==> config.mk <==
export PLATFORM = sky130hd
export DESIGN_NAME = grid_dda_raycast_column
export DESIGN_NICKNAME = d
export VERILOG_FILES = /design/src/hdl/gdr_pkg.sv /design/src/hdl/grid_dda_raycast_column.sv /design/src/hdl/gdr_walk.sv /design/src/hdl/gdr_div.sv
export SDC_FILE = /design/constraint.sdc
export NUM_CORES = 1
export LEC_CHECK = 0
export BUFFER_PORTS_ARGS = -buffer_cell sky130_fd_sc_hd__buf_4
export CORE_MARGIN = 3
export CORE_UTILIZATION = 30
export DETAILED_ROUTE_END_ITERATION = 10
export PLACE_DENSITY = 0.43
export SYNTH_ARGS = -nofsm -noshare
export SYNTH_HDL_FRONTEND = slang
export SYNTH_HIERARCHICAL = 1
export SYNTH_SLANG_ARGS = --single-unit
export TNS_END_PERCENT = 50
==> constraint.sdc <==
create_clock -name clk -period 6.8 [get_ports clk]
set_clock_uncertainty 0.2 [all_clocks]
set_input_delay 0.68 -clock clk [delete_from_list [all_inputs] [get_ports clk]]
set_output_delay 0.68 -clock clk [all_outputs]
set_load 0.01 [all_outputs]
==> src/hdl/gdr_pkg.sv <==
// ----------------------------------------------------------------------------
// gdr_pkg
// Shared types, constants and the per-column ray table of the grid raycaster.
// ----------------------------------------------------------------------------
package gdr_pkg;

	localparam int GRID_SIZE     = 8;
	localparam int SCREEN_HEIGHT = 200;
	localparam int COLUMN_COUNT  = 80;
	localparam int PLANE_MAG     = 169;
	localparam int CELL_ONE      = 256;
	localparam int CELL_HALF     = 128;

	localparam int MAP_W    = 64;
	localparam int COL_W    = 7;
	localparam int COLS     = 1 << COL_W;
	localparam int RV_W     = 10;
	localparam int AXIS_W   = 9;
	localparam int ACC_W    = 16;
	localparam int POS_W    = 5;
	localparam int CNT_W    = 4;
	localparam int GUARD_W  = 6;
	localparam int GUARD_MAX = 4 * GRID_SIZE + 8;
	localparam int H_W      = 8;
	localparam int DVD_W    = 10;
	localparam int DVS_W    = 4;
	localparam int DIV_CNT_W = 4;

	localparam logic [MAP_W-1:0] WALL_MAP_RESET = 64'hFF81A1A1858D81FF;
	localparam logic [AXIS_W-1:0] AXIS_ONE = AXIS_W'(CELL_ONE);
	localparam logic [H_W-1:0]   H_MAX    = H_W'(SCREEN_HEIGHT);
	localparam logic [H_W-1:0]   H_MID    = H_W'(SCREEN_HEIGHT / 2);

	// facing codes
	localparam logic [1:0] FACE_NORTH = 2'd0;
	localparam logic [1:0] FACE_EAST  = 2'd1;
	localparam logic [1:0] FACE_SOUTH = 2'd2;
	localparam logic [1:0] FACE_WEST  = 2'd3;

	typedef struct packed {
		logic [2:0]       cell_x;
		logic [2:0]       cell_y;
		logic [1:0]       facing;
		logic [COL_W-1:0] screen_column;
	} req_t;

	typedef struct packed {
		logic [6:0] column_echo;
		logic [6:0] top_row;
		logic [7:0] wall_bottom;
		logic       hit_side;
	} rsp_t;

	// ray set-up handed to the walker
	typedef struct packed {
		logic [2:0]        gx;
		logic [2:0]        gy;
		logic              neg_x;
		logic              neg_y;
		logic [AXIS_W-1:0] ax;
		logic [AXIS_W-1:0] ay;
	} ray_t;

	// walker outcome: side crossed last and cells stepped on that axis
	typedef struct packed {
		logic             side;
		logic [CNT_W-1:0] n;
	} walk_res_t;

	typedef logic [COLS-1:0][RV_W-1:0] rv_tab_t;

	// plane offset per column, worked out at elaboration
	function automatic rv_tab_t build_rv_tab();
		rv_tab_t t;
		int cam;
		int rv;
		for (int i = 0; i < COLS; i++) begin
			cam  = ((2 * i - COLUMN_COUNT) * CELL_ONE) / COLUMN_COUNT;
			rv   = (PLANE_MAG * cam) / CELL_ONE;
			t[i] = RV_W'(rv);
		end
		return t;
	endfunction

	localparam rv_tab_t RV_TAB = build_rv_tab();

endpackage

==> src/hdl/grid_dda_raycast_column.sv <==
// ----------------------------------------------------------------------------
// grid_dda_raycast_column
// Casts one ray per screen column through an 8x8 wall bitmap and returns the
// wall span and hit side for that column.
// ----------------------------------------------------------------------------
// throughput: one item at a time; the walker takes one cell per cycle and
//   the divider one quotient bit per cycle over 10 bits, and the divide is
//   skipped when the height is taken as full
// reset: arst_n clears control and sets wall_map to the bordered room
// ----------------------------------------------------------------------------
module grid_dda_raycast_column (
	input  logic                      clk,
	input  logic                      arst_n,
	input  logic                      req_valid,
	output logic                      req_stall,
	input  gdr_pkg::req_t             req,
	output logic                      rsp_valid,
	input  logic                      rsp_stall,
	output gdr_pkg::rsp_t             rsp,
	input  logic                      cfg_we,
	input  logic [gdr_pkg::MAP_W-1:0] cfg_wdata
);
	import gdr_pkg::*;

	typedef enum logic [3:0] {
		S_IDLE = 4'b0001,
		S_WALK = 4'b0010,
		S_DIV  = 4'b0100,
		S_DONE = 4'b1000
	} state_t;

	state_t state_q;

	logic [MAP_W-1:0]  wall_map_q;
	logic [COL_W-1:0]  col_q;
	logic [AXIS_W-1:0] ax_q, ay_q;
	logic [H_W-1:0]    h_q;
	rsp_t              rsp_q;
	logic              rsp_valid_q;

	logic              accept;
	logic signed [RV_W-1:0] rv;
	logic [AXIS_W-1:0] rv_abs;
	ray_t              ray;
	logic              walk_done;
	walk_res_t         walk_res;
	logic [AXIS_W-1:0] a_sel;
	logic [AXIS_W+H_W-1:0] prod;
	logic [DVS_W:0]    dvs_full;
	logic              div_start;
	logic              div_done;
	logic [DVD_W-1:0]  quot;
	logic              full_h;
	logic              out_free;

	assign accept   = req_valid && !req_stall;
	assign req_stall = state_q != S_IDLE;
	assign out_free = !rsp_valid_q || !rsp_stall;

	// configuration register
	always_ff @(posedge clk or negedge arst_n) begin
		if (!arst_n)
			wall_map_q <= WALL_MAP_RESET;
		else if (cfg_we)
			wall_map_q <= cfg_wdata;
	end

	// ray set-up from the column table and the facing
	always_comb begin
		rv     = $signed(RV_TAB[req.screen_column]);
		rv_abs = rv[RV_W-1] ? AXIS_W'(-rv) : AXIS_W'(rv);
		ray.gx = req.cell_x;
		ray.gy = req.cell_y;
		case (req.facing)
			FACE_NORTH: begin
				ray.neg_x = (rv != '0) && !rv[RV_W-1];
				ray.neg_y = 1'b1;
				ray.ax    = rv_abs;
				ray.ay    = AXIS_ONE;
			end
			FACE_SOUTH: begin
				ray.neg_x = rv[RV_W-1];
				ray.neg_y = 1'b0;
				ray.ax    = rv_abs;
				ray.ay    = AXIS_ONE;
			end
			FACE_WEST: begin
				ray.neg_x = 1'b1;
				ray.neg_y = (rv != '0) && !rv[RV_W-1];
				ray.ax    = AXIS_ONE;
				ray.ay    = rv_abs;
			end
			default: begin
				ray.neg_x = 1'b0;
				ray.neg_y = rv[RV_W-1];
				ray.ax    = AXIS_ONE;
				ray.ay    = rv_abs;
			end
		endcase
	end

	gdr_walk u_walk (
		.clk      (clk),
		.arst_n   (arst_n),
		.start    (accept),
		.ray      (ray),
		.wall_map (wall_map_q),
		.done     (walk_done),
		.res      (walk_res)
	);

	// height = 200*a / (128*(2n-1)), the /128 is taken off the dividend first
	always_comb begin
		a_sel     = walk_res.side ? ay_q : ax_q;
		prod      = a_sel * H_MAX;
		dvs_full  = {walk_res.n, 1'b0} - 1'b1;
		full_h    = (walk_res.n == '0) || (a_sel == '0);
		div_start = (state_q == S_WALK) && walk_done && !full_h;
	end

	gdr_div u_div (
		.clk      (clk),
		.arst_n   (arst_n),
		.start    (div_start),
		.dividend (prod[AXIS_W+H_W-1 -: DVD_W]),
		.divisor  (dvs_full[DVS_W-1:0]),
		.done     (div_done),
		.quotient (quot)
	);

	// sequencer
	always_ff @(posedge clk or negedge arst_n) begin
		if (!arst_n)
			state_q <= S_IDLE;
		else begin
			case (state_q)
				S_IDLE: if (accept) state_q <= S_WALK;
				S_WALK: if (walk_done) state_q <= full_h ? S_DONE : S_DIV;
				S_DIV:  if (div_done) state_q <= S_DONE;
				S_DONE: if (out_free) state_q <= S_IDLE;
				default: state_q <= S_IDLE;
			endcase
		end
	end

	// item payload held while it is in flight
	always_ff @(posedge clk) begin
		if (accept) begin
			col_q <= req.screen_column;
			ax_q  <= ray.ax;
			ay_q  <= ray.ay;
		end
		if (state_q == S_WALK && walk_done)
			h_q <= H_MAX;
		else if (state_q == S_DIV && div_done)
			h_q <= (quot > DVD_W'(H_MAX)) ? H_MAX : quot[H_W-1:0];
		if (state_q == S_DONE && out_free) begin
			rsp_q.column_echo <= col_q;
			rsp_q.top_row     <= 7'(H_MID - {1'b0, h_q[H_W-1:1]});
			rsp_q.wall_bottom <= H_MID + {1'b0, h_q[H_W-1:1]};
			rsp_q.hit_side    <= walk_res.side;
		end
	end

	// output register
	always_ff @(posedge clk or negedge arst_n) begin
		if (!arst_n)
			rsp_valid_q <= 1'b0;
		else if (state_q == S_DONE && out_free)
			rsp_valid_q <= 1'b1;
		else if (!rsp_stall)
			rsp_valid_q <= 1'b0;
	end

	assign rsp_valid = rsp_valid_q;
	assign rsp       = rsp_q;

endmodule

==> src/hdl/gdr_walk.sv <==
// ----------------------------------------------------------------------------
// gdr_walk
// Grid DDA walker: one shared add and compare unit takes one cell step a cycle.
// ----------------------------------------------------------------------------
module gdr_walk (
	input  logic                      clk,
	input  logic                      arst_n,
	input  logic                      start,
	input  gdr_pkg::ray_t             ray,
	input  logic [gdr_pkg::MAP_W-1:0] wall_map,
	output logic                      done,
	output gdr_pkg::walk_res_t        res
);
	import gdr_pkg::*;

	logic                busy_q;
	logic                done_q;
	logic [ACC_W-1:0]    sx_q, sy_q, incx_q, incy_q;
	logic                fx_q, fy_q, negx_q, negy_q;
	logic signed [POS_W-1:0] mx_q, my_q;
	logic [CNT_W-1:0]    nx_q, ny_q;
	logic                side_q;
	logic [GUARD_W-1:0]  guard_q;

	logic             outside;
	logic             hit;
	logic             stop;
	logic             take_x;
	logic [ACC_W-1:0] sum;

	// wall test, cells off the grid count as walls
	always_comb begin
		outside = mx_q[POS_W-1] | mx_q[3] | my_q[POS_W-1] | my_q[3];
		hit     = outside || wall_map[{my_q[2:0], mx_q[2:0]}];
		stop    = hit || (guard_q == GUARD_W'(GUARD_MAX));
	end

	// shared unit: pick the nearer boundary, ties go to y
	always_comb begin
		if (fx_q)
			take_x = 1'b0;
		else if (fy_q)
			take_x = 1'b1;
		else
			take_x = sx_q < sy_q;
		sum = (take_x ? sx_q : sy_q) + (take_x ? incx_q : incy_q);
	end

	// accumulators are scaled by 1/128 of the cross products
	always_ff @(posedge clk or negedge arst_n) begin
		if (!arst_n) begin
			busy_q <= 1'b0;
			done_q <= 1'b0;
		end else begin
			done_q <= busy_q && stop;
			if (start)
				busy_q <= 1'b1;
			else if (stop)
				busy_q <= 1'b0;
		end
	end

	always_ff @(posedge clk) begin
		if (start) begin
			sx_q    <= ACC_W'(ray.ay);
			sy_q    <= ACC_W'(ray.ax);
			incx_q  <= ACC_W'({ray.ay, 1'b0});
			incy_q  <= ACC_W'({ray.ax, 1'b0});
			fx_q    <= ray.ax == '0;
			fy_q    <= ray.ay == '0;
			negx_q  <= ray.neg_x;
			negy_q  <= ray.neg_y;
			mx_q    <= POS_W'(ray.gx);
			my_q    <= POS_W'(ray.gy);
			nx_q    <= '0;
			ny_q    <= '0;
			side_q  <= 1'b0;
			guard_q <= '0;
		end else if (busy_q && !stop) begin
			guard_q <= guard_q + 1'b1;
			if (take_x) begin
				sx_q   <= sum;
				mx_q   <= negx_q ? mx_q - 1'b1 : mx_q + 1'b1;
				nx_q   <= nx_q + 1'b1;
				side_q <= 1'b0;
			end else begin
				sy_q   <= sum;
				my_q   <= negy_q ? my_q - 1'b1 : my_q + 1'b1;
				ny_q   <= ny_q + 1'b1;
				side_q <= 1'b1;
			end
		end
	end

	assign done     = done_q;
	assign res.side = side_q;
	assign res.n    = side_q ? ny_q : nx_q;

endmodule

==> src/hdl/gdr_div.sv <==
// ----------------------------------------------------------------------------
// gdr_div
// Restoring divider, one quotient bit a cycle.
// ----------------------------------------------------------------------------
module gdr_div (
	input  logic                      clk,
	input  logic                      arst_n,
	input  logic                      start,
	input  logic [gdr_pkg::DVD_W-1:0] dividend,
	input  logic [gdr_pkg::DVS_W-1:0] divisor,
	output logic                      done,
	output logic [gdr_pkg::DVD_W-1:0] quotient
);
	import gdr_pkg::*;

	logic                 busy_q;
	logic                 done_q;
	logic [DIV_CNT_W-1:0] cnt_q;
	logic [DVS_W-1:0]     dvs_q;
	logic [DVS_W-1:0]     rem_q;
	logic [DVD_W-1:0]     dq_q;

	logic [DVS_W:0] shifted;
	logic [DVS_W:0] diff;
	logic           ge;

	// trial subtract
	always_comb begin
		shifted = {rem_q, dq_q[DVD_W-1]};
		diff    = shifted - {1'b0, dvs_q};
		ge      = shifted >= {1'b0, dvs_q};
	end

	always_ff @(posedge clk or negedge arst_n) begin
		if (!arst_n) begin
			busy_q <= 1'b0;
			done_q <= 1'b0;
			cnt_q  <= '0;
		end else begin
			done_q <= busy_q && (cnt_q == DIV_CNT_W'(1));
			if (start) begin
				busy_q <= 1'b1;
				cnt_q  <= DIV_CNT_W'(DVD_W);
			end else if (busy_q) begin
				cnt_q <= cnt_q - 1'b1;
				if (cnt_q == DIV_CNT_W'(1))
					busy_q <= 1'b0;
			end
		end
	end

	// quotient bits shift in where dividend bits leave
	always_ff @(posedge clk) begin
		if (start) begin
			dvs_q <= divisor;
			rem_q <= '0;
			dq_q  <= dividend;
		end else if (busy_q) begin
			rem_q <= ge ? diff[DVS_W-1:0] : shifted[DVS_W-1:0];
			dq_q  <= {dq_q[DVD_W-2:0], ge};
		end
	end

	assign done     = done_q;
	assign quotient = dq_q;

endmodule

==> flow_summary.toml <==
[status]
status = "finished clean"

[setup_path]
crit_buf_inv = 2
max_stage_delay_ns = 0.49
critPathMaxFanout = 23
path_class = "flip-flop to flip-flop"
rrSetupSlack_ns = 1.81
cp.arrival_ns = 5.23
worstPathCellList = "inv_1 -> ha_1 -> nand4_1 -> nor4_1 -> a32oi_1 -> a21oi_4 -> buf_4 -> mux2_2 -> ha_1 -> o21a_1 -> o31a_1 -> o311a_1 -> nor2_1 -> o21a_1 -> nor4b_1 -> mux2_2"
worstPathRequired_ns = 7.04
cp-start-kind = "flip-flop"
cp-end-kind = "flip-flop"
cpLargestDelayFamily = "compound AO/OA/AOI/OAI gates"
cp_slowest_cell = "a21oi_4"

[logic_synthesis]
synth_top_family_by_area = "compound AO/OA/AOI/OAI gates"
synth_flop_cell = "edfxtp_1"
ys_ff_latch = 228
synth_seq_area_share_pct = 44.6
synth_area_per_cell_sq_um = 10.9
async_reset_ff_share_pct = 33.8
synth_enable_flop_cells = 107
ys_warn_count = 6
synthCells = 1253
synthSimpleGateAreaFrac_pct = 12.6
syn_area_sq_um = 13600
synth_compound_area_share_pct = 12.8
synth.area.mux_share_pct = 12.7
synth_xor_area_share_pct = 2.12
synth_adder_area_share_pct = 10.7
syn_nets = 1448
ys_types = 95

[place]
pre_cts_slack_ns = 1.80
place_congestion = 0.770
hpwl_um = 23300
io_buffers = 108

[floorplanning]
dieArea_sq_um = 47900
start_util_pct = 30.6
die_width_um = 219
ioPinCount = 109
die_h_um = 219
core-area_sq_um = 44500
core.rowCount = 77

[route]
avgRoutedWirePerCell_um = 17.0
final_antenna_net_count = 0
drt-vias-per-instance = 4.98
vias = 9722
first_iter_violations = 431
firstDrtPassIters = 6
drc = 0
wl_um = 33200

[cts]
post_cts_buffers = 0
htreeDepth = 1
numClockSinks = 228
clk_latency_ns = 0.56
clockBufferDepth = 3
tritoncts = "yes"
root_buffer = "clkbuf_16"
cts-resized-gates = 0
clkSlewWorstSetupHoldPaths_ns = 0.06
cts_hold_buf = 0
numCtsBuffers = 29

[timing]
fin_setup_tns_ns = 0
setup_viol = 0
rsz0062_at_grt = "false"
period_share_pct = 73.4
post-route-min-period_ns = 4.99
worst_slack_ns = 1.81
worstMarginPinSlew_ns = 1.20
hold_viol_final = 0
slew_viol_final = 0
slew_headroom_pct = 19.4
max_freq_ghz = 0.200

[grt]
grt_use_total_pct = 13.7
grt_pass1_wl_um = 53200
grt_remaining_overflow = 0
grt_pass1_vias = 9825
grt_max_degree = 81
antenna_found_initial = 0

[pwr]
combPwrFrac_pct = 45.7
leakage_nw = 6.51
switching_power_w = 0.00273
clockPowerShare_pct = 23.1
power.share.sequential_pct = 31.2
ir_worst_vdd_v = 0.000208
p_int_w = 0.00441
netSwitchingFraction_pct = 38.2
powerDensity_nw_per_um2 = 446

[finish]
antenna_cells = 0
fin_nets = 1533
layout-drive-gt1-share_pct = 24.8
layout_commonest_cell = "buf_4"
final_cell_mix = "buf_4 (117), edfxtp_1 (107), mux2_2 (105)"
syn_to_final_growth_pct = 17.7

[worst_hold_path]
hold_path_class = "input port to asynchronous set/reset pin"

[job]
timing.max_cap.violations = 0
==> Yosys cell counts, drive strengths merged (12+ instances only) <==
cell type	number	area [sq um]
a21oi	58	290
buf	27	153
clkbuf	36	135
xor2	19	166
xnor2	14	123
a21o	13	97.6
dfxtp	44	881
nor3	21	105
nand3	24	120
o21ai	58	290
edfxtp	107	3210
inv	84	315
mux2i	39	390
nand2	85	319
ha	103	1290
o21a	12	90.1
or3	18	118
nor2	70	270
dfstp	34	893
mux2	109	1230
nor2b	25	156
nor4	15	109
dfrtp	43	1080
==> layout make-up <==
cell class | count | area [sq um]
clock buffer | 40 | 840
sequential | 228 | 6060
inverter | 85 | 319
clock inverter | 14 | 206
multi-input combinational | 877 | 6970
tap | 592 | 741
fill | 4462 | 28500
timing repair buffer | 117 | 878
==> routing by layer <==
layer | GRT usage, % | routed length [um] | part of all wire, % | vias to the layer above
met2 | 22.4 | 15500 | 47 | 158
met5 | 0 | 0 | 0 | -
li1 | - | - | - | 4764
met1 | 18.8 | 15600 | 47 | 4754
met3 | 2.08 | 1360 | 4.1 | 46
met4 | 3.74 | 678 | 2.0 | 0
==> registers in the layout, summed over array words and instances (netlist names), 6 cells and up <==
register / cells
u_walk/sx_q: 16
u_walk/guard_q: 6
u_walk/sy_q: 16
rsp: 22
wall_map_q: 64
u_walk/incy_q: 9
u_walk/incx_q: 9
ax_q: 9
u_div/quotient: 10
col_q: 7
ay_q: 9
h_q: 7
==> worst paths after layout <==
path / from / end / depth (start not counted)
min: arst_n / rsp_valid / 1
max in group asynchronous: arst_n / wall_map_q[44] / 1
max: u_walk/sy_q[14] / u_walk/sy_q[15] / 16
max reg2reg: u_walk/sy_q[14] / u_walk/sy_q[15] / 16
min in group clk: req_valid / state_q[0] / 2
min reg2reg: col_q[3] / rsp[19] / 0
==> power by group through the flow <==
stage               combinational, W  sequential (W)  clock (W)
floorplan                    0.00246         0.00211          0
global placement             0.00327         0.00226          0
global route                 0.00374         0.00227    0.00177
detailed placement           0.00329         0.00226          0
finish                       0.00326         0.00223    0.00165
CTS                          0.00332         0.00223    0.00171
==> metrics by stage <==
stage	instance area, sq um	total power, W	cells	utilization [%]	hold WS (ns)
after floorplan	13600	0.00457	1253	-	0.184
after global placement	15000	0.00553	1899	33.6	0.202
after detailed placement	15000	0.00555	1899	33.6	0.206
after CTS	16000	0.00727	1953	36.0	0.105
after global routing	16000	0.00778	1953	36.0	0.125
final	16000	0.00714	1953	36.0	0.0963
==> worst reg2reg max path, stage by stage (launching register included) <==
cell	delay, ns
dfxtp_1	0.34
inv_1	0.06
ha_1	0.32
nand4_1	0.20
nor4_1	0.32
a32oi_1	0.18
a21oi_4	0.49
buf_4	0.40
mux2_2	0.39
ha_1	0.36
o21a_1	0.13
o31a_1	0.17
o311a_1	0.22
nor2_1	0.05
o21a_1	0.24
nor4b_1	0.41
mux2_2	0.38
==> kinds of logic (layout without fill, tap and decap cells) <==
group	count (synthesis)	after routing
xor+xnor	33	33
fa+ha+maj	111	111
other cells	1	1
compound gates	250	250
buf+inv	148	256
mux	153	153
simple gates	329	329
flops	228	228
Note: power is estimated with default switching activity, not from simulation.
